[config.mk]
export PLATFORM = sky130hd
export DESIGN_NAME = i2c_master_transaction_sequencer
export DESIGN_NICKNAME = d
export VERILOG_FILES = /design/src/sv/i2cmts_pkg.sv /design/src/sv/i2cmts_txstore.sv /design/src/sv/i2cmts_seq.sv /design/src/sv/i2c_master_transaction_sequencer.sv
export SDC_FILE = /design/constraint.sdc
export NUM_CORES = 1
export LEC_CHECK = 0
export ABC_AREA = 1
export BUFFER_PORTS_ARGS = -buffer_cell sky130_fd_sc_hd__buf_2
export CORE_MARGIN = 2
export CORE_UTILIZATION = 30
export DETAILED_ROUTE_END_ITERATION = 10
export PLACE_DENSITY_LB_ADDON = 0.05
export SLEW_MARGIN = 20
export SYNTH_ARGS = -nofsm -noshare
export SYNTH_HDL_FRONTEND = slang
export SYNTH_SLANG_ARGS = --single-unit
[constraint.sdc]
create_clock -name clk -period 2.25 [get_ports clk]
set_input_delay 0.1125 -clock clk [delete_from_list [all_inputs] [get_ports clk]]
set_output_delay 0.1125 -clock clk [all_outputs]
set_load 0.1 [all_outputs]
[src/sv/i2cmts_pkg.sv]
// Package: shared types, codes and sizes for the I2C master transaction sequencer.
package i2cmts_pkg;

	localparam int TX_DEPTH = 16;
	localparam int TX_AW    = (TX_DEPTH > 1) ? $clog2(TX_DEPTH) : 1;
	localparam logic [8:0] TX_DEPTH_V = 9'(TX_DEPTH);
	localparam logic [7:0] READ_FLAG  = 8'b0000_0001;

	typedef enum logic [1:0] {
		MODE_LOAD  = 2'd0,
		MODE_WRITE = 2'd1,
		MODE_READ  = 2'd2,
		MODE_EVENT = 2'd3
	} mode_t;

	typedef enum logic [2:0] {
		ACT_NONE   = 3'd0,
		ACT_START  = 3'd1,
		ACT_WRITE  = 3'd2,
		ACT_RXEN   = 3'd3,
		ACT_ACKBIT = 3'd4,
		ACT_STOP   = 3'd5
	} action_t;

	typedef enum logic [1:0] {
		ERR_NONE = 2'd0,
		ERR_ADDR = 2'd1,
		ERR_DATA = 2'd2
	} error_t;

	typedef enum logic [10:0] {
		PH_IDLE         = 11'b000_0000_0001,
		PH_W_ADDR       = 11'b000_0000_0010,
		PH_W_ADDR_ACK   = 11'b000_0000_0100,
		PH_W_DATA_ACK   = 11'b000_0000_1000,
		PH_W_STOP       = 11'b000_0001_0000,
		PH_R_ADDR       = 11'b000_0010_0000,
		PH_R_ADDR_ACK   = 11'b000_0100_0000,
		PH_R_RECV       = 11'b000_1000_0000,
		PH_R_AFTER_ACK  = 11'b001_0000_0000,
		PH_R_AFTER_NACK = 11'b010_0000_0000,
		PH_R_STOP       = 11'b100_0000_0000
	} phase_t;

	typedef struct packed {
		logic [1:0] mode;
		logic [3:0] load_index;
		logic [7:0] data_byte;
		logic [4:0] length;
		logic [7:0] dev_address;
		logic       ack_status;
		logic [7:0] bus_rx_byte;
	} cmd_t;

	typedef struct packed {
		logic       accepted;
		logic [2:0] action;
		logic [7:0] bus_byte;
		logic       ack_bit;
		logic       rx_valid;
		logic [7:0] rx_data;
		logic       rx_last;
		logic       done_res;
		logic [1:0] error;
		logic       busy_res;
	} res_t;

	// Write port of the transmit byte store
	typedef struct packed {
		logic             we;
		logic [TX_AW-1:0] addr;
		logic [7:0]       data;
	} store_wr_t;

endpackage

[src/sv/i2cmts_txstore.sv]
// Transmit byte store: flop array, one write port, one read port.
module i2cmts_txstore (
	input  logic                          clk,
	input  i2cmts_pkg::store_wr_t         wr,
	input  logic [i2cmts_pkg::TX_AW-1:0]  raddr,
	output logic [7:0]                    rdata
);

	logic [7:0] mem_q [i2cmts_pkg::TX_DEPTH];

	always_ff @(posedge clk) begin
		if (wr.we) begin
			mem_q[wr.addr] <= wr.data;
		end
	end

	assign rdata = mem_q[raddr];

endmodule

[src/sv/i2cmts_seq.sv]
// Sequencer: transaction phase registers and the per-transaction result logic.
module i2cmts_seq (
	input  logic                          clk,
	input  logic                          arst_n,
	input  logic                          go,
	input  i2cmts_pkg::cmd_t              cmd,
	input  logic [7:0]                    store_rdata,
	output logic [i2cmts_pkg::TX_AW-1:0]  store_raddr,
	output i2cmts_pkg::store_wr_t         store_wr,
	output i2cmts_pkg::res_t              res
);

	i2cmts_pkg::phase_t phase_q, phase_d;
	logic [7:0] target_address_q, target_address_d;
	logic [4:0] send_count_q, send_count_d;
	logic [4:0] transfer_length_q, transfer_length_d;
	logic [4:0] rx_count_q, rx_count_d;

	logic [4:0] len_eff;
	logic [4:0] wr_len;
	logic [4:0] rx_count_inc;
	logic       send_in_store;
	logic [7:0] store_byte;

	assign len_eff = (cmd.length == 5'd0) ? 5'd1 : cmd.length;
	assign wr_len  = ({4'd0, len_eff} > i2cmts_pkg::TX_DEPTH_V) ?
		5'(i2cmts_pkg::TX_DEPTH) : len_eff;
	assign rx_count_inc = rx_count_q + 5'd1;

	// first data byte comes from slot zero, later ones from the send count
	assign store_raddr = (phase_q == i2cmts_pkg::PH_W_ADDR_ACK) ?
		'0 : i2cmts_pkg::TX_AW'(send_count_q);
	assign send_in_store = (phase_q == i2cmts_pkg::PH_W_ADDR_ACK) ||
		({4'd0, send_count_q} < i2cmts_pkg::TX_DEPTH_V);
	assign store_byte = send_in_store ? store_rdata : 8'd0;

	always_comb begin
		store_wr.we   = go && (cmd.mode == i2cmts_pkg::MODE_LOAD) &&
			({5'd0, cmd.load_index} < i2cmts_pkg::TX_DEPTH_V);
		store_wr.addr = i2cmts_pkg::TX_AW'(cmd.load_index);
		store_wr.data = cmd.data_byte;
	end

	always_comb begin
		phase_d           = phase_q;
		target_address_d  = target_address_q;
		send_count_d      = send_count_q;
		transfer_length_d = transfer_length_q;
		rx_count_d        = rx_count_q;
		res               = '0;

		case (cmd.mode)
			i2cmts_pkg::MODE_LOAD: begin
			end
			i2cmts_pkg::MODE_WRITE: begin
				if (phase_q == i2cmts_pkg::PH_IDLE) begin
					res.accepted      = 1'b1;
					res.action        = i2cmts_pkg::ACT_START;
					target_address_d  = cmd.dev_address;
					send_count_d      = 5'd0;
					transfer_length_d = wr_len;
					phase_d           = i2cmts_pkg::PH_W_ADDR;
				end
			end
			i2cmts_pkg::MODE_READ: begin
				if (phase_q == i2cmts_pkg::PH_IDLE) begin
					res.accepted      = 1'b1;
					res.action        = i2cmts_pkg::ACT_START;
					target_address_d  = cmd.dev_address | i2cmts_pkg::READ_FLAG;
					rx_count_d        = 5'd0;
					transfer_length_d = len_eff;
					phase_d           = i2cmts_pkg::PH_R_ADDR;
				end
			end
			default: begin
				case (phase_q)
					i2cmts_pkg::PH_IDLE: begin
					end
					i2cmts_pkg::PH_W_ADDR, i2cmts_pkg::PH_R_ADDR: begin
						res.action   = i2cmts_pkg::ACT_WRITE;
						res.bus_byte = target_address_q;
						phase_d = (phase_q == i2cmts_pkg::PH_W_ADDR) ?
							i2cmts_pkg::PH_W_ADDR_ACK : i2cmts_pkg::PH_R_ADDR_ACK;
					end
					i2cmts_pkg::PH_W_ADDR_ACK, i2cmts_pkg::PH_R_ADDR_ACK: begin
						if (cmd.ack_status) begin
							res.action = i2cmts_pkg::ACT_STOP;
							res.error  = i2cmts_pkg::ERR_ADDR;
							phase_d    = i2cmts_pkg::PH_IDLE;
						end else if (phase_q == i2cmts_pkg::PH_W_ADDR_ACK) begin
							res.action   = i2cmts_pkg::ACT_WRITE;
							res.bus_byte = store_byte;
							send_count_d = 5'd1;
							phase_d      = i2cmts_pkg::PH_W_DATA_ACK;
						end else begin
							res.action = i2cmts_pkg::ACT_RXEN;
							phase_d    = i2cmts_pkg::PH_R_RECV;
						end
					end
					i2cmts_pkg::PH_W_DATA_ACK: begin
						if (cmd.ack_status) begin
							res.action = i2cmts_pkg::ACT_STOP;
							res.error  = i2cmts_pkg::ERR_DATA;
							phase_d    = i2cmts_pkg::PH_IDLE;
						end else if (send_count_q >= transfer_length_q) begin
							res.action = i2cmts_pkg::ACT_STOP;
							phase_d    = i2cmts_pkg::PH_W_STOP;
						end else begin
							res.action   = i2cmts_pkg::ACT_WRITE;
							res.bus_byte = store_byte;
							send_count_d = send_count_q + 5'd1;
						end
					end
					i2cmts_pkg::PH_R_RECV: begin
						res.rx_valid = 1'b1;
						res.rx_data  = cmd.bus_rx_byte;
						res.action   = i2cmts_pkg::ACT_ACKBIT;
						rx_count_d   = rx_count_inc;
						// NACK on the last requested byte
						if (rx_count_inc >= transfer_length_q) begin
							res.rx_last = 1'b1;
							res.ack_bit = 1'b1;
							phase_d     = i2cmts_pkg::PH_R_AFTER_NACK;
						end else begin
							phase_d = i2cmts_pkg::PH_R_AFTER_ACK;
						end
					end
					i2cmts_pkg::PH_R_AFTER_ACK: begin
						res.action = i2cmts_pkg::ACT_RXEN;
						phase_d    = i2cmts_pkg::PH_R_RECV;
					end
					i2cmts_pkg::PH_R_AFTER_NACK: begin
						res.action = i2cmts_pkg::ACT_STOP;
						phase_d    = i2cmts_pkg::PH_R_STOP;
					end
					i2cmts_pkg::PH_W_STOP, i2cmts_pkg::PH_R_STOP: begin
						res.done_res = 1'b1;
						phase_d      = i2cmts_pkg::PH_IDLE;
					end
					default: begin
						phase_d = i2cmts_pkg::PH_IDLE;
					end
				endcase
			end
		endcase

		res.busy_res = (phase_d != i2cmts_pkg::PH_IDLE);
	end

	always_ff @(posedge clk or negedge arst_n) begin
		if (!arst_n) begin
			phase_q           <= i2cmts_pkg::PH_IDLE;
			target_address_q  <= 8'd0;
			send_count_q      <= 5'd0;
			transfer_length_q <= 5'd0;
			rx_count_q        <= 5'd0;
		end else if (go) begin
			phase_q           <= phase_d;
			target_address_q  <= target_address_d;
			send_count_q      <= send_count_d;
			transfer_length_q <= transfer_length_d;
			rx_count_q        <= rx_count_d;
		end
	end

endmodule

[src/sv/i2c_master_transaction_sequencer.sv]
// Top level: command input register, sequencer, transmit store and result register.
//
//   channel | handshake            | payload
//   --------+----------------------+------------------------------------------------
//   command | cmd_valid/cmd_stall  | mode load_index data_byte length dev_address
//           |                      | ack_status bus_rx_byte
//   result  | res_valid/res_stall  | accepted action bus_byte ack_bit rx_valid rx_data
//           |                      | rx_last done_res error busy_res
//
// One transaction per cycle while the result channel is not stalled; a taken command is held
// in the input register, and the sequencer step moves its result into the result register.
// The command is stalled only while a result is held in the output register.
// Reset returns the sequencer to idle and empties both registers; the transmit
// store is not cleared.
module i2c_master_transaction_sequencer (
	input  logic       clk,
	input  logic       arst_n,
	input  logic       cmd_valid,
	output logic       cmd_stall,
	input  logic [1:0] mode,
	input  logic [3:0] load_index,
	input  logic [7:0] data_byte,
	input  logic [4:0] length,
	input  logic [7:0] dev_address,
	input  logic       ack_status,
	input  logic [7:0] bus_rx_byte,
	output logic       res_valid,
	input  logic       res_stall,
	output logic       accepted,
	output logic [2:0] action,
	output logic [7:0] bus_byte,
	output logic       ack_bit,
	output logic       rx_valid,
	output logic [7:0] rx_data,
	output logic       rx_last,
	output logic       done_res,
	output logic [1:0] error,
	output logic       busy_res
);

	logic                 valid_s1;
	i2cmts_pkg::cmd_t     cmd_s1;
	logic                 res_valid_q;
	i2cmts_pkg::res_t     res_q;
	i2cmts_pkg::res_t     res_d;
	logic                 go;
	logic                 take;
	logic [i2cmts_pkg::TX_AW-1:0] store_raddr;
	logic [7:0]           store_rdata;
	i2cmts_pkg::store_wr_t store_wr;

	assign go        = valid_s1 && (!res_valid_q || !res_stall);
	assign cmd_stall = valid_s1 && !go;
	assign take      = cmd_valid && !cmd_stall;

	always_ff @(posedge clk or negedge arst_n) begin
		if (!arst_n) begin
			valid_s1 <= 1'b0;
		end else if (!cmd_stall) begin
			valid_s1 <= cmd_valid;
		end
	end

	always_ff @(posedge clk) begin
		if (take) begin
			cmd_s1.mode          <= mode;
			cmd_s1.load_index    <= load_index;
			cmd_s1.data_byte     <= data_byte;
			cmd_s1.length        <= length;
			cmd_s1.dev_address   <= dev_address;
			cmd_s1.ack_status    <= ack_status;
			cmd_s1.bus_rx_byte   <= bus_rx_byte;
		end
	end

	i2cmts_txstore u_store (
		.clk   (clk),
		.wr    (store_wr),
		.raddr (store_raddr),
		.rdata (store_rdata)
	);

	i2cmts_seq u_seq (
		.clk         (clk),
		.arst_n      (arst_n),
		.go          (go),
		.cmd         (cmd_s1),
		.store_rdata (store_rdata),
		.store_raddr (store_raddr),
		.store_wr    (store_wr),
		.res         (res_d)
	);

	always_ff @(posedge clk or negedge arst_n) begin
		if (!arst_n) begin
			res_valid_q <= 1'b0;
		end else if (go) begin
			res_valid_q <= 1'b1;
		end else if (!res_stall) begin
			res_valid_q <= 1'b0;
		end
	end

	always_ff @(posedge clk) begin
		if (go) begin
			res_q <= res_d;
		end
	end

	assign res_valid = res_valid_q;
	assign accepted  = res_q.accepted;
	assign action    = res_q.action;
	assign bus_byte  = res_q.bus_byte;
	assign ack_bit   = res_q.ack_bit;
	assign rx_valid  = res_q.rx_valid;
	assign rx_data   = res_q.rx_data;
	assign rx_last   = res_q.rx_last;
	assign done_res  = res_q.done_res;
	assign error     = res_q.error;
	assign busy_res  = res_q.busy_res;

	a_err_stops: assert property (@(posedge clk) disable iff (!arst_n)
		res_valid && (error != i2cmts_pkg::ERR_NONE)
		|-> (action == i2cmts_pkg::ACT_STOP) && !busy_res && !done_res)
		else $error("error result without stop or still busy");

	a_done_idle: assert property (@(posedge clk) disable iff (!arst_n)
		res_valid && done_res |-> !busy_res && (action == i2cmts_pkg::ACT_NONE))
		else $error("done result while still busy");

	a_rx_ack: assert property (@(posedge clk) disable iff (!arst_n)
		res_valid && rx_valid
		|-> (action == i2cmts_pkg::ACT_ACKBIT) && (ack_bit == rx_last) && busy_res)
		else $error("received byte with wrong acknowledge");

	a_start: assert property (@(posedge clk) disable iff (!arst_n)
		res_valid && accepted |-> (action == i2cmts_pkg::ACT_START) && busy_res)
		else $error("accepted start without start action");

	a_stall_hold: assert property (@(posedge clk) disable iff (!arst_n)
		res_valid && res_stall |=> res_valid && $stable(res_q))
		else $error("held result changed under stall");

endmodule

# After elaboration in Yosys (flattened, before gate mapping)
# Memories as Yosys holds them, arrays and structs flattened.
# Index checks and enable logic that the tools add are counted.
[word_totals]
elab_cells = 131
mem_bits_rw = 128
output_inout_bits = 29
register_bits = 98
n_memories = 1
[op_classes]
add_sub_neg = 2
eq_ne = 21
mux = 51
bitwise = 3
n_lt_le_gt_ge = 4
n_reduce_logical = 26
[memory_table]
columns = ["name", "words", "width", "read_ports", "rd_clocked_by_memory_dff", "wr", "line_no", "source"]
rows = [
  ["u_store.mem_q", 16, 8, 1, 0, 1, "i2cmts_txstore.sv:9", "logic [7:0] mem_q [i2cmts_pkg::TX_DEPTH];"],
]
[ops]
columns = ["operator", "count"]
rows = [
  ["$pmux 11 s7", 1],
  ["$mux 8", 9],
  ["$mux 5", 10],
  ["$mux 11", 4],
  ["$pmux 5 s2", 4],
  ["$pmux 11 s3", 1],
  ["$pmux 8 s3", 1],
  ["$mux 10", 2],
  ["$pmux 3 s6", 1],
  ["$pmux 8 s2", 1],
  ["$reduce_or 2->1", 6],
  ["$eq 11x1->1 const B", 1],
  ["$eq 11x10->1 const B", 1],
  ["$eq 11x11->1 const B", 1],
  ["$eq 11x2->1 const B", 1],
  ["$eq 11x3->1 const B", 1],
  ["$eq 11x4->1 const B", 1],
  ["$eq 11x5->1 const B", 1],
  ["$eq 11x6->1 const B", 1],
  ["$eq 11x7->1 const B", 1],
  ["$eq 11x8->1 const B", 1],
  ["$eq 11x9->1 const B", 1],
  ["$ne 11x1->1 const B", 1],
  ["$add 5x1->5 const B", 2],
  ["28 further kinds", 53],
]

# Depth between registers and ports, before layout
# Gate-level depths: netlist of the first run.
[logic_depth]
ltp_word = 7
depth_mapped = 15
mapped_depth_nobuf = 14

# Cells and area by module
# From an unflattened synthesis of the first run, not the netlist that was laid out.
[hier_totals]
cells_unflattened = 1057
hier_area_um2 = 10561.4
[by_module_without_submodules]
columns = ["module", "n_inst", "area_each_um2", "seq_area_each_um2", "cells_per_inst"]
rows = [
  ["i2cmts_txstore", 1, 5606.6, 3843.7, 543],
  ["i2cmts_seq", 1, 2967.8, 852.1, 439],
  ["i2c_master_transaction_sequencer", 1, 1986.9, 1941.9, 75],
]

# Worst setup path after synthesis of the first run
# No wires, ideal clock.
[synth_timing]
path_kind = "reg2reg"
start = "reg res_valid_q (netlist: res_valid)"
end = "reg cmd_s1[0] (netlist name) (enable)"
setup_slack_ps = -1287
t_arrival_ps = 3116
path_buffers = 0
stages_incl_launch_ff = 6
synth_period_minus_slack_ps = 3537
setup_ps = 421
required_ps = 1829
path_cell_list = "dfrtp_1 -> nand2_1 -> nor2_1 -> inv_1 -> nand2_1 -> inv_1"
[synth_via]
elab_chain_cells = 7
[synth_rtl]
columns = ["element", "line_no", "source"]
rows = [
  ["from (decl)", "i2c_master_transaction_sequencer.sv:43", "logic res_valid_q;"],
  ["from (signal assigned)", "i2c_master_transaction_sequencer.sv:96", "res_valid_q <= 1'b0;"],
  ["from (signal assigned)", "i2c_master_transaction_sequencer.sv:98", "res_valid_q <= 1'b1;"],
  ["from (signal assigned)", "i2c_master_transaction_sequencer.sv:100", "res_valid_q <= 1'b0;"],
  ["$logic_not 1->1", "i2c_master_transaction_sequencer.sv:52", "assign go = valid_s1 && (!res_valid_q || !res_stall);"],
  ["$logic_or 1x1->1", "i2c_master_transaction_sequencer.sv:52", ""],
  ["$logic_and 1x1->1", "i2c_master_transaction_sequencer.sv:52", ""],
  ["$logic_not 1->1", "i2c_master_transaction_sequencer.sv:53", "assign cmd_stall = valid_s1 && !go;"],
  ["$logic_and 1x1->1", "i2c_master_transaction_sequencer.sv:53", ""],
  ["net cmd_stall", "i2c_master_transaction_sequencer.sv:19", "output logic cmd_stall,"],
  ["$logic_not 1->1", "-", ""],
  ["$logic_and 1x1->1", "i2c_master_transaction_sequencer.sv:54", "assign take = cmd_valid && !cmd_stall;"],
  ["net take", "i2c_master_transaction_sequencer.sv:47", "logic take;"],
  ["to (decl)", "i2c_master_transaction_sequencer.sv:42", "i2cmts_pkg::cmd_t cmd_s1;"],
]
# The timed path passes the listed nets, and every way through them passes these cells.
# A chain may end at the register's enable or synchronous reset.

==> impl_results.md, run 1 <==
- Root Buffer: clkbuf_16
- Yosys Warn Count: 0
- Fin crit share: 96.9%
- H-tree levels: 1
- Maximum clock frequency: 0.459 GHz
- DR vias: 7115
- Fillers: 3271
- CP Data Required Time: 2.54 ns
- Tmin final: 2.18 ns
- CTS tree: yes
- Die width: 187 um
- Die height: 187 um
- Drt first-iter violations: 449
- Placed cell area: 0.0114 mm2
- First-pass GRT wire length: 44.4 mm
- Post-Syn Instances: 933
- I/O pin count: 69
- Crit path launch type: flop
- Core Area: 0.0327 mm2
- Ant. Diodes: 0
- Max VDD drop: 0.000578 V
- Routed Antenna Nets: 0
- Multi-input logic area: 0.00315 mm2
- RSZ-0062 raised after global routing: yes
- Hold/Removal Path Class: input pin to asynchronous set/reset pin
- Pleak: 5.11 nW
- Critical path type: flop to flop
- Drt wl/cell: 18.3 um
- Slew Viols, Final: 0
- Post-DR vias/cell: 4.54
- Final Skew: 0.0147 ns
- Area of the die: 0.0348 mm2
- Number of max-cap violations: 0
- Drt total wl: 28.7 mm
- Max FO, Critical Path: 3
- P&R area growth vs syn: 28.9%
- Cts bufs inserted: 27
- Cell Rows: 66
- Avg Cell Area, Syn: 10.7 um2
- Tot Pwr: 13.1 mW
- Reg-to-reg critical path endpoint: busy_res$_DFFE_PP_
- Worst R2R Setup Slack: 0.07 ns
- Post-DP HPWL: 19.8 mm
- Synthesized net count: 989
- CP endpoint kind: flop
- Vias in the first global route: 7219
- Reg2Reg Depth: 12
- Register area: 0.00661 mm2
- CTS Buffer Depth: 3
- Post-synthesis register bit count: 226
- Worst r2r src: u_seq.rx_count_q[1]$_DFFE_PN0P_
- Port Buffers: 68
- CP arrival: 2.47 ns
- Clk_lat worst skew: 0.55 ns
- Fin. Hold Viols: 0
- GRT Overall Usage: 16.7%
- Worst Setup SP: u_seq.rx_count_q[1]$_DFFE_PN0P_
- Initial antenna violation count: 0
- Drt pass-1 iters: 5
- CTS clock-pin slew for the worst setup and hold paths: 0.06 ns
- Nets: 1160
- Pin count of the biggest net entering global routing: 42
- Unique masters post-synth: 41
- Clock sinks: 226
- Slew @ Worst Pin: 0.762 ns
- Share of cells above drive strength 1: 22.0%
- Finish-stage setup viols: 0
- Routability cong.: 0.799
- DRC errors left: 0
- Outcome: complete, no violations
- Total gr overflow: 0
- Relative slew margins: 49.2%
- Sequential cell area fraction in the yosys report: 66.0%
- Netlist Area Pre-Place: 0.0100 mm2
- Fin area: 0.0129 mm2
- PD cells: 1020 mW/mm2
- Starting Density: 30.6%
## state kept, by name (all words and copies together), names as in the netlist, 3 cells and up
signal	cells
u_store.mem_q	128
cmd_s1	36
u_seq.phase_q	11
bus_byte	8
rx_data	8
u_seq.target_address_q	8
u_seq.rx_count_q	5
u_seq.send_count_q	5
u_seq.transfer_length_q	5
action	3
## Yosys cell counts
library cell	n	area [um2]
a31oi_1	2	12.5
inv_2	6	22.5
o22ai_1	1	6.26
buf_4	8	60.1
xnor2_1	3	26.3
a211oi_2	1	12.5
nor2_8	1	20.0
xor2_1	1	8.76
nor2_2	7	43.8
a221oi_1	1	8.76
nor3b_1	1	7.51
a41oi_1	1	8.76
buf_6	3	33.8
a22oi_4	1	21.3
a21boi_0	8	60.1
clkbuf_1	8	30.0
buf_1	4	15.0
inv_1	79	297
o21a_1	1	7.51
ha_1	16	200
o21ai_1	2	10.0
nand3_1	168	841
nor3_1	8	40.0
nand2_2	7	43.8
nand3b_1	1	7.51
dfstp_2	1	26.3
o211ai_1	1	7.51
a21oi_1	16	80.1
dfrtp_1	35	876
nor4_1	3	18.8
o21bai_1	1	7.51
edfxtp_1	190	5710
and3_1	1	6.26
o21ai_0	34	170
nand2_8	2	40.0
buf_2	12	60.1
nand2_1	222	833
nand4_1	11	68.8
o31ai_1	2	15.0
nor2_1	62	233
nor3_4	1	16.3
## worst max path at each step
stage,endpoint,cells after the start,slack [ns]
global placement,bus_byte[6]$_SDFFCE_PN0P_,10,-0.13
finish,busy_res$_DFFE_PP_,12,0.07
detailed placement,bus_byte[6]$_SDFFCE_PN0P_,10,-0.07
CTS,u_store.mem_q[12][5]$_DFFE_PP_,6,0.002
global route,busy_res$_DFFE_PP_,12,-0.07
floorplan,cmd_s1[0]$_DFFE_PP_,5,-0.04
## critical path: stages, from the launching register on
cell and delay, ns:
dfrtp_1 0.41, ha_4 0.18, nand3_4 0.08, xnor2_2 0.16, ha_1 0.32, nand2_1 0.06, inv_1 0.06, nand4_1 0.07
nand4_1 0.12, buf_4 0.13, o31ai_2 0.06, nor3_1 0.17, nand3_1 0.10
## through the flow
stage               TNS (ns)  hold slack (ns)  worst slack, ns  std cells  util (%)
global placement      -0.210            0.234           -0.127       1468      34.8
finish                     0            0.154           0.0709       1567      39.4
CTS                        0            0.174          0.00212       1563      38.9
detailed placement   -0.0754            0.225          -0.0745       1468      34.8
global route         -0.0926            0.217          -0.0672       1567      39.4
floorplan              -6.85           -0.183          -0.0427        933         -
## layer usage
metal / part of all wire, % / vias to the layer above / global-route usage [%]
li1: - / 3564 / -
met1: 50 / 3363 / 24.8
met2: 44 / 162 / 25.7
met3: 4.6 / 26 / 2.52
met4: 1.7 / 0 / 3.51
met5: 0 / - / 0
## final cells by class
cell class	instances	area share, %
inverters	85	2.54
clock buffers	35	5.63
flip-flops and latches	226	51.3
well taps	442	4.29
multi-input cells	587	24.5
repair buffers	177	10.6
clock inverters	15	1.17
## where the power goes
| part | switching [mW] | total (mW) | internal (mW) |
|---|---|---|---|
| clock | 1.79 | 4.31 | 2.52 |
| combinational | 2.53 | 3.76 | 1.23 |
| sequential | 0.200 | 5.05 | 4.85 |
| total | 4.52 | 13.1 | 8.61 |
## placed cells by master (no fill, tap or decap), types with 22 or more instances in the layout
cell,instances
dfrtp_1,33
buf_2,68
nand2_1,219
dlygate4sd3_1,41
clkbuf_16,27
nor2_1,42
nor2_4,22
buf_4,58
o21ai_0,30
inv_1,76
nand3_1,161
edfxtp_1,190
## timing repair
action	CTS	global route
setup endpoints to repair	16	155
setup buffers	4	4
endpoints found under the hold margin	68	0
pin swaps	3	13
resized for setup	3	28
hold buffers	41	0
## kinds of logic (layout without fill, tap and decap cells)
group	after synthesis	count (layout)	synth area share, %
compound gates	72	72	4.28
xor+xnor	4	4	0.350
fa+ha+maj	16	16	2.00
buf+inv	120	312	5.18
flops	226	226	66.0
simple gates	495	495	22.2
(Power assumes the default switching activity.)
==> inputs of run 2 (changes only) <==
- ABC_AREA: 1 -> default
==> run 2 against run 1 <==
  * Register-to-register slack barely moved
  * Worst setup slack got worse by 0.0076 ns
  * Core utilization shrank 0.065 points
  * Synthesized area is 3.2% lower
  * Fmax fell by 0.35%
  * Largest cell class unchanged
  * Largest power group unchanged
==> impl_results.md, run 2 <==
- Outcome: complete, no violations
- Hold WS: 0.242 ns
- Netlist Area Pre-Place: 0.00968 mm2
- Cells along the critical path: buf_6 > nor4_4 > nand4b_1 > buf_4 > o31a_1 > a2111oi_4 > buf_6 > a32o_1
- Post-DR vias/cell: 4.92
- Drt first-iter violations: 400
- Pre-CTS setup slack: -0.0980 ns
- Most frequent cells in the layout: 190 x edfxtp_1, 78 x buf_4, 68 x buf_2
- Die height: 184 um
- Post-DP HPWL: 17.6 mm
- Ys async rst share: 15.9%
- Final setup TNS: 0 ns
- Yosys Warn Count: 0
- Final core utilization: 39.4%
- Placed cell area: 0.0111 mm2
- Starting Density: 30.6%
- Ant. Diodes: 0
- Most frequent cell after synthesis: edfxtp_1
- H-tree levels: 1
- First-pass GRT wire length: 38.5 mm
- Relative slew margins: 37.1%
- P&R area growth vs syn: 28.6%
- Final Skew: 0.0208 ns
- RSZ-0062 raised after global routing: yes
- Unique masters post-synth: 68
- Register area: 0.00661 mm2
- Max FO, Critical Path: 8
- Clk_lat worst skew: 0.55 ns
- Fillers: 2996
- Hold/Removal Path Class: input pin to asynchronous set/reset pin
- Fin. Hold Viols: 0
- Die width: 184 um
- Critical path's slowest cell: dfrtp_2
- Pin count of the biggest net entering global routing: 37
- Largest regs: u_store.mem_q x128, cmd_s1 x36, u_seq.phase_q x11
- Initial antenna violation count: 0
- Setup WS post-layout: 0.0633 ns
- DRC errors left: 0
- Cts bufs inserted: 28
- Top-area cell type share of the netlist area: 58.9%
- Synth area leader: edfxtp_1
- Nets: 887
- Most frequent CP cell: buf_6
- Top reg by flops: u_store.mem_q
- I/O pin count: 69
- Cells after DPL: 1161
- CP endpoint kind: flop
- Pleak: 4.64 nW
- Max reg flops: 128
- Slew Viols, Final: 0
- Crit path launch type: flop
- Share of cells above drive strength 1: 32.2%
- Post-synth EDFFs: 190
- CTS Buffer Depth: 3
- Drt pass-1 iters: 4
- Slowest stage delay, CP: 0.45 ns
- Cell Rows: 65
- Post-Layout Cell Count: 1255
- Synth cell count leaders: 190 x edfxtp_1, 64 x nand2_1, 37 x nor2_1, 35 x dfrtp_1, 27 x o21ai_0
- Maximum clock frequency: 0.457 GHz
- CP arrival: 2.59 ns
- CTS clock-pin slew for the worst setup and hold paths: 0.06 ns
- Finish-stage setup viols: 0
- Vias in the first global route: 6460
- CTS tree: yes
- Root Buffer: clkbuf_16
- PD cells: 974 mW/mm2
- Clock sinks: 226
- Synthesized net count: 700
- Max VDD drop: 0.000643 V
- Tmin final: 2.19 ns
- Critical path type: flop to flop
- Number of max-cap violations: 0
- Total gr overflow: 0
- Slew @ Worst Pin: 0.944 ns
- Leading cell type in the layout, fill and taps excluded: edfxtp_1
- Drt total wl: 25.1 mm
- Fin area: 0.0125 mm2
- Core Area: 0.0316 mm2
- Port Buffers: 68
- Routed Antenna Nets: 0
- Tot Pwr: 12.1 mW
- GRT Overall Usage: 15.1%
- Sequential cell area fraction in the yosys report: 68.2%
- Post-synthesis register bit count: 226
- Avg Cell Area, Syn: 15.0 um2
- Synth top area cells: edfxtp_1 59%, dfrtp_1 9.0%, mux4_2 5.6%, nand2_1 2.5%, ha_1 2.1%
- CP Data Required Time: 2.65 ns
- Routability cong.: 0.825
- Multi-input logic area: 0.00292 mm2
- Predominant post-synthesis flop cell: edfxtp_1
- Area of the die: 0.0337 mm2
- Post-Syn Instances: 644
- DR vias: 6179
- Fin crit share: 97.2%
- Drt wl/cell: 20.0 um
run 2: cell count changes in the layout (fill, tap and decap cells not counted), moves of 8 or more:
cell      change
nor2_4       -22
nand2_1     -155
nand2_2       -8
buf_4        +20
and3_1       +10
mux2_2       +15
nand3_1     -152
mux2i_1       +9
a21boi_0      -8
nor2_1        -8
mux4_2       +24
inv_1        -63
run 2: power by group:
| group | total [mW] | switching (mW) | internal (mW) |
|---|---|---|---|
| combinational | 2.72 | 1.61 | 1.10 |
| clock | 4.33 | 1.77 | 2.56 |
| sequential | 5.09 | 0.256 | 4.83 |
run 2: cells by family (layout without fill, tap and decap cells):
logic type / after synthesis / count (layout) / synth area share [%]
AO/OA/AOI/OAI: 105 / 105 / 7.43
XOR/XNOR: 9 / 9 / 0.814
adder cells (fa/ha/maj): 16 / 16 / 2.07
buffers and inverters: 51 / 260 / 2.70
flip-flops: 226 / 226 / 68.2
multiplexers: 48 / 48 / 8.26
AND/OR/NAND/NOR: 189 / 189 / 10.5
run 2: area by class of cell:
class	count	area share, %
Inverter	15	0.542
Multi-Input combinational cell	367	23.5
Tap cell	402	4.04
Timing Repair Buffer	193	11.6
Sequential cell	226	53.1
Clock buffer	32	5.83
Clock inverter	20	1.49
run 2: worst max-delay path, delay by kind of cell (launching register included):
family	cells	cell delay (ns)
AO/OA/AOI/OAI	3	0.62
buffers and inverters	3	0.51
flip-flops	1	0.45
AND/OR/NAND/NOR	2	0.47
run 2: final timing paths:
| check | startpoint | end | slack, ns | cells after the start |
|---|---|---|---|---|
| setup / recovery | u_seq.phase_q[3]$_DFFE_PN0P_ | bus_byte[4]$_SDFFCE_PN0P_ | 0.06 | 8 |
| hold / removal | arst_n | u_seq.phase_q[4]$_DFFE_PN0P_ | 0.24 | 2 |
| setup reg to reg | u_seq.phase_q[3]$_DFFE_PN0P_ | bus_byte[4]$_SDFFCE_PN0P_ | 0.06 | 8 |
| hold reg to reg | u_seq.transfer_length_q[1]$_DFFE_PN0P_ | u_seq.transfer_length_q[1]$_DFFE_PN0P_ | 0.48 | 2 |
| max in group asynchronous | arst_n | res_valid$_DFFE_PN0P_ | 1.34 | 2 |
| min in group clk | load_index[3] | cmd_s1[33]$_DFFE_PP_ | 0.26 | 2 |
run 2: metal layers:
layer	vias up	track usage [%]	share of wire (%)
li1	2864	-	-
met2	151	26.6	51
met1	3122	19.2	43
met3	42	2.02	3.1
met5	-	0	0
met4	0	4.58	2.9
run 2: repair_timing:
action                     4_1_cts  5_1_grt
pin swaps                        0        6
buffers inserted                 0        2
setup endpoints to repair        9       59
resized for setup                4       18
hold buffers                    40        0
hold endpoints to repair        73        0
==> inputs of run 3 (changes only) <==
- CELL_PAD_IN_SITES_DETAIL_PLACEMENT: default -> 1
- CELL_PAD_IN_SITES_GLOBAL_PLACEMENT: default -> 1
==> run 3 against run 2 <==
  * Non-clock buffer count is 5 higher
  * Critical endpoint is now u_seq.send_count_q[2]$_DFFE_PN0P_
  * Wire length is 7.7% higher
  * Sequential power hardly changed
  * Sequential cell count stayed put
  * Cell area is 1.3% higher
==> impl_results.md, run 3 (synthesized netlist as in run 2, its figures left out) <==
- Routed Antenna Nets: 0
- CP arrival: 2.67 ns
- Hold WS: 0.112 ns
- Clock sinks: 226
- Die height: 184 um
- Vias in the first global route: 6809
- Tmin final: 2.20 ns
- Post-DP HPWL: 18.8 mm
- Max VDD drop: 0.000523 V
- Fin. Hold Viols: 0
- CTS Buffer Depth: 3
- Drt wl/cell: 21.6 um
- GRT Overall Usage: 16.2%
- DRC errors left: 0
- Drt pass-1 iters: 4
- Starting Density: 30.6%
- Tot Pwr: 12.2 mW
- Slew @ Worst Pin: 0.653 ns
- Nets: 890
- Gate power share: 24.1%
- Fin crit share: 97.6%
- CP Data Required Time: 2.73 ns
- Routability cong.: 0.799
- Port Buffers: 68
- Fillers: 3200
- Ant. Diodes: 0
- DR vias: 6159
- Area of the die: 0.0337 mm2
- Finish-stage setup viols: 0
- Core Area: 0.0316 mm2
- CP endpoint kind: flop
- Most frequent cells in the layout: 190 x edfxtp_1, 76 x buf_4, 68 x buf_2
- Number of max-cap violations: 0
- Leading cell type in the layout, fill and taps excluded: edfxtp_1
- Pleak: 4.65 nW
- Crit path launch type: flop
- Sequential share of power: 41.8%
- Slew Viols, Final: 0
- Die width: 184 um
- Pin count of the biggest net entering global routing: 37
- Hold/Removal Path Class: input pin to asynchronous set/reset pin
- I/O pin count: 69
- P&R area growth vs syn: 30.3%
- Max reg flops: 128
- H-tree levels: 1
- First-pass GRT wire length: 41.4 mm
- Maximum clock frequency: 0.455 GHz
- Internal power: 8.54 mW
- Net Sw Frac: 30.2%
- Top reg by flops: u_store.mem_q
- Share of cells above drive strength 1: 33.9%
- Outcome: complete, no violations
- CTS clock-pin slew for the worst setup and hold paths: 0.06 ns
- Root Buffer: clkbuf_16
- Max FO, Critical Path: 6
- Relative slew margins: 55.9%
- Post-DR vias/cell: 4.91
- Initial antenna violation count: 0
- Clk network pwr share: 34.1%
- Final Skew: 0.0106 ns
- Drt total wl: 27.1 mm
- Cts bufs inserted: 26
- Drt first-iter violations: 364
- PD cells: 970 mW/mm2
- Critical path type: flop to flop
- CTS tree: yes
- P_sw: 3.70 mW
- Final core utilization: 39.9%
- Cell Rows: 65
- Total gr overflow: 0
- Clk_lat worst skew: 0.54 ns
- Largest regs: u_store.mem_q x128, cmd_s1 x36, u_seq.phase_q x11
## run 3: cell type report
cell class	instances	area [um2]	share of cell area (%)
clock inverters	19	186	1.48
inverters	15	63.8	0.506
repair buffers	198	1570	12.5
clock buffers	28	658	5.22
well taps	402	503	3.99
flip-flops and latches	226	6610	52.4
multi-input cells	367	3020	23.9
## run 3: through the flow
step / TNS (ns) / instance area (um2) / instances / setup WS, ns
final: 0 / 12600 / 1255 / 0.0544
after global routing: -0.173 / 12600 / 1255 / -0.0220
after detailed placement: -0.303 / 11100 / 1160 / -0.0543
after CTS: -0.0115 / 12400 / 1248 / -0.0115
after floorplan: -3.97 / 9780 / 644 / -0.112
after global placement: -0.0386 / 11100 / 1160 / -0.0378
## run 3: final timing paths
| path | to | cells past startpoint | from | slack (ns) |
|---|---|---|---|---|
| max in group asynchronous | u_seq.target_address_q[4]$_DFFE_PN0P_ | 3 | arst_n | 1.46 |
| hold reg to reg | u_seq.target_address_q[3]$_DFFE_PN0P_ | 1 | cmd_s1[12]$_DFFE_PP_ | 0.48 |
| setup reg to reg | u_seq.send_count_q[2]$_DFFE_PN0P_ | 8 | u_seq.phase_q[10]$_DFFE_PN0P_ | 0.05 |
| setup / recovery | u_seq.send_count_q[2]$_DFFE_PN0P_ | 8 | u_seq.phase_q[10]$_DFFE_PN0P_ | 0.05 |
| hold / removal | u_seq.phase_q[9]$_DFFE_PN0P_ | 2 | arst_n | 0.11 |
| min in group clk | cmd_s1[3]$_DFFE_PP_ | 2 | bus_rx_byte[3] | 0.28 |
## run 3: critical path: stages, from the launching register on
cell      delay [ns]
dfrtp_2         0.45
nor3_4          0.31
buf_4           0.18
nand4_1         0.15
buf_4           0.20
nor2b_4         0.12
a221oi_4        0.10
or4b_1          0.54
nand2_1         0.09
## run 3: routing by layer
metal	vias to the layer above	wire, um	track usage, %	share of wire (%)
li1	2866	-	-	-
met4	0	674	4.67	2.5
met1	3155	11500	20.4	43
met5	-	0	0	0
met3	40	861	2.34	3.2
met2	98	14000	29.1	52
## run 3: power by group through the flow
stage               Sequential (mW)  Combinational (mW)  Clock (mW)
global route                   5.16                3.19        4.49
CTS                            5.12                2.79        4.33
global placement               5.19                2.67           0
detailed placement             5.20                2.70           0
floorplan                      5.36                1.54           0
finish                         5.12                2.94        4.18
## run 3: what timing repair did
| action | in CTS | in global routing |
|---|---|---|
| hold endpoints to repair | 59 | 0 |
| pin swaps | 1 | 10 |
| setup buffers | 1 | 7 |
| resized for setup | 10 | 27 |
| setup endpoints to repair | 21 | 44 |
| hold buffers | 40 | 0 |
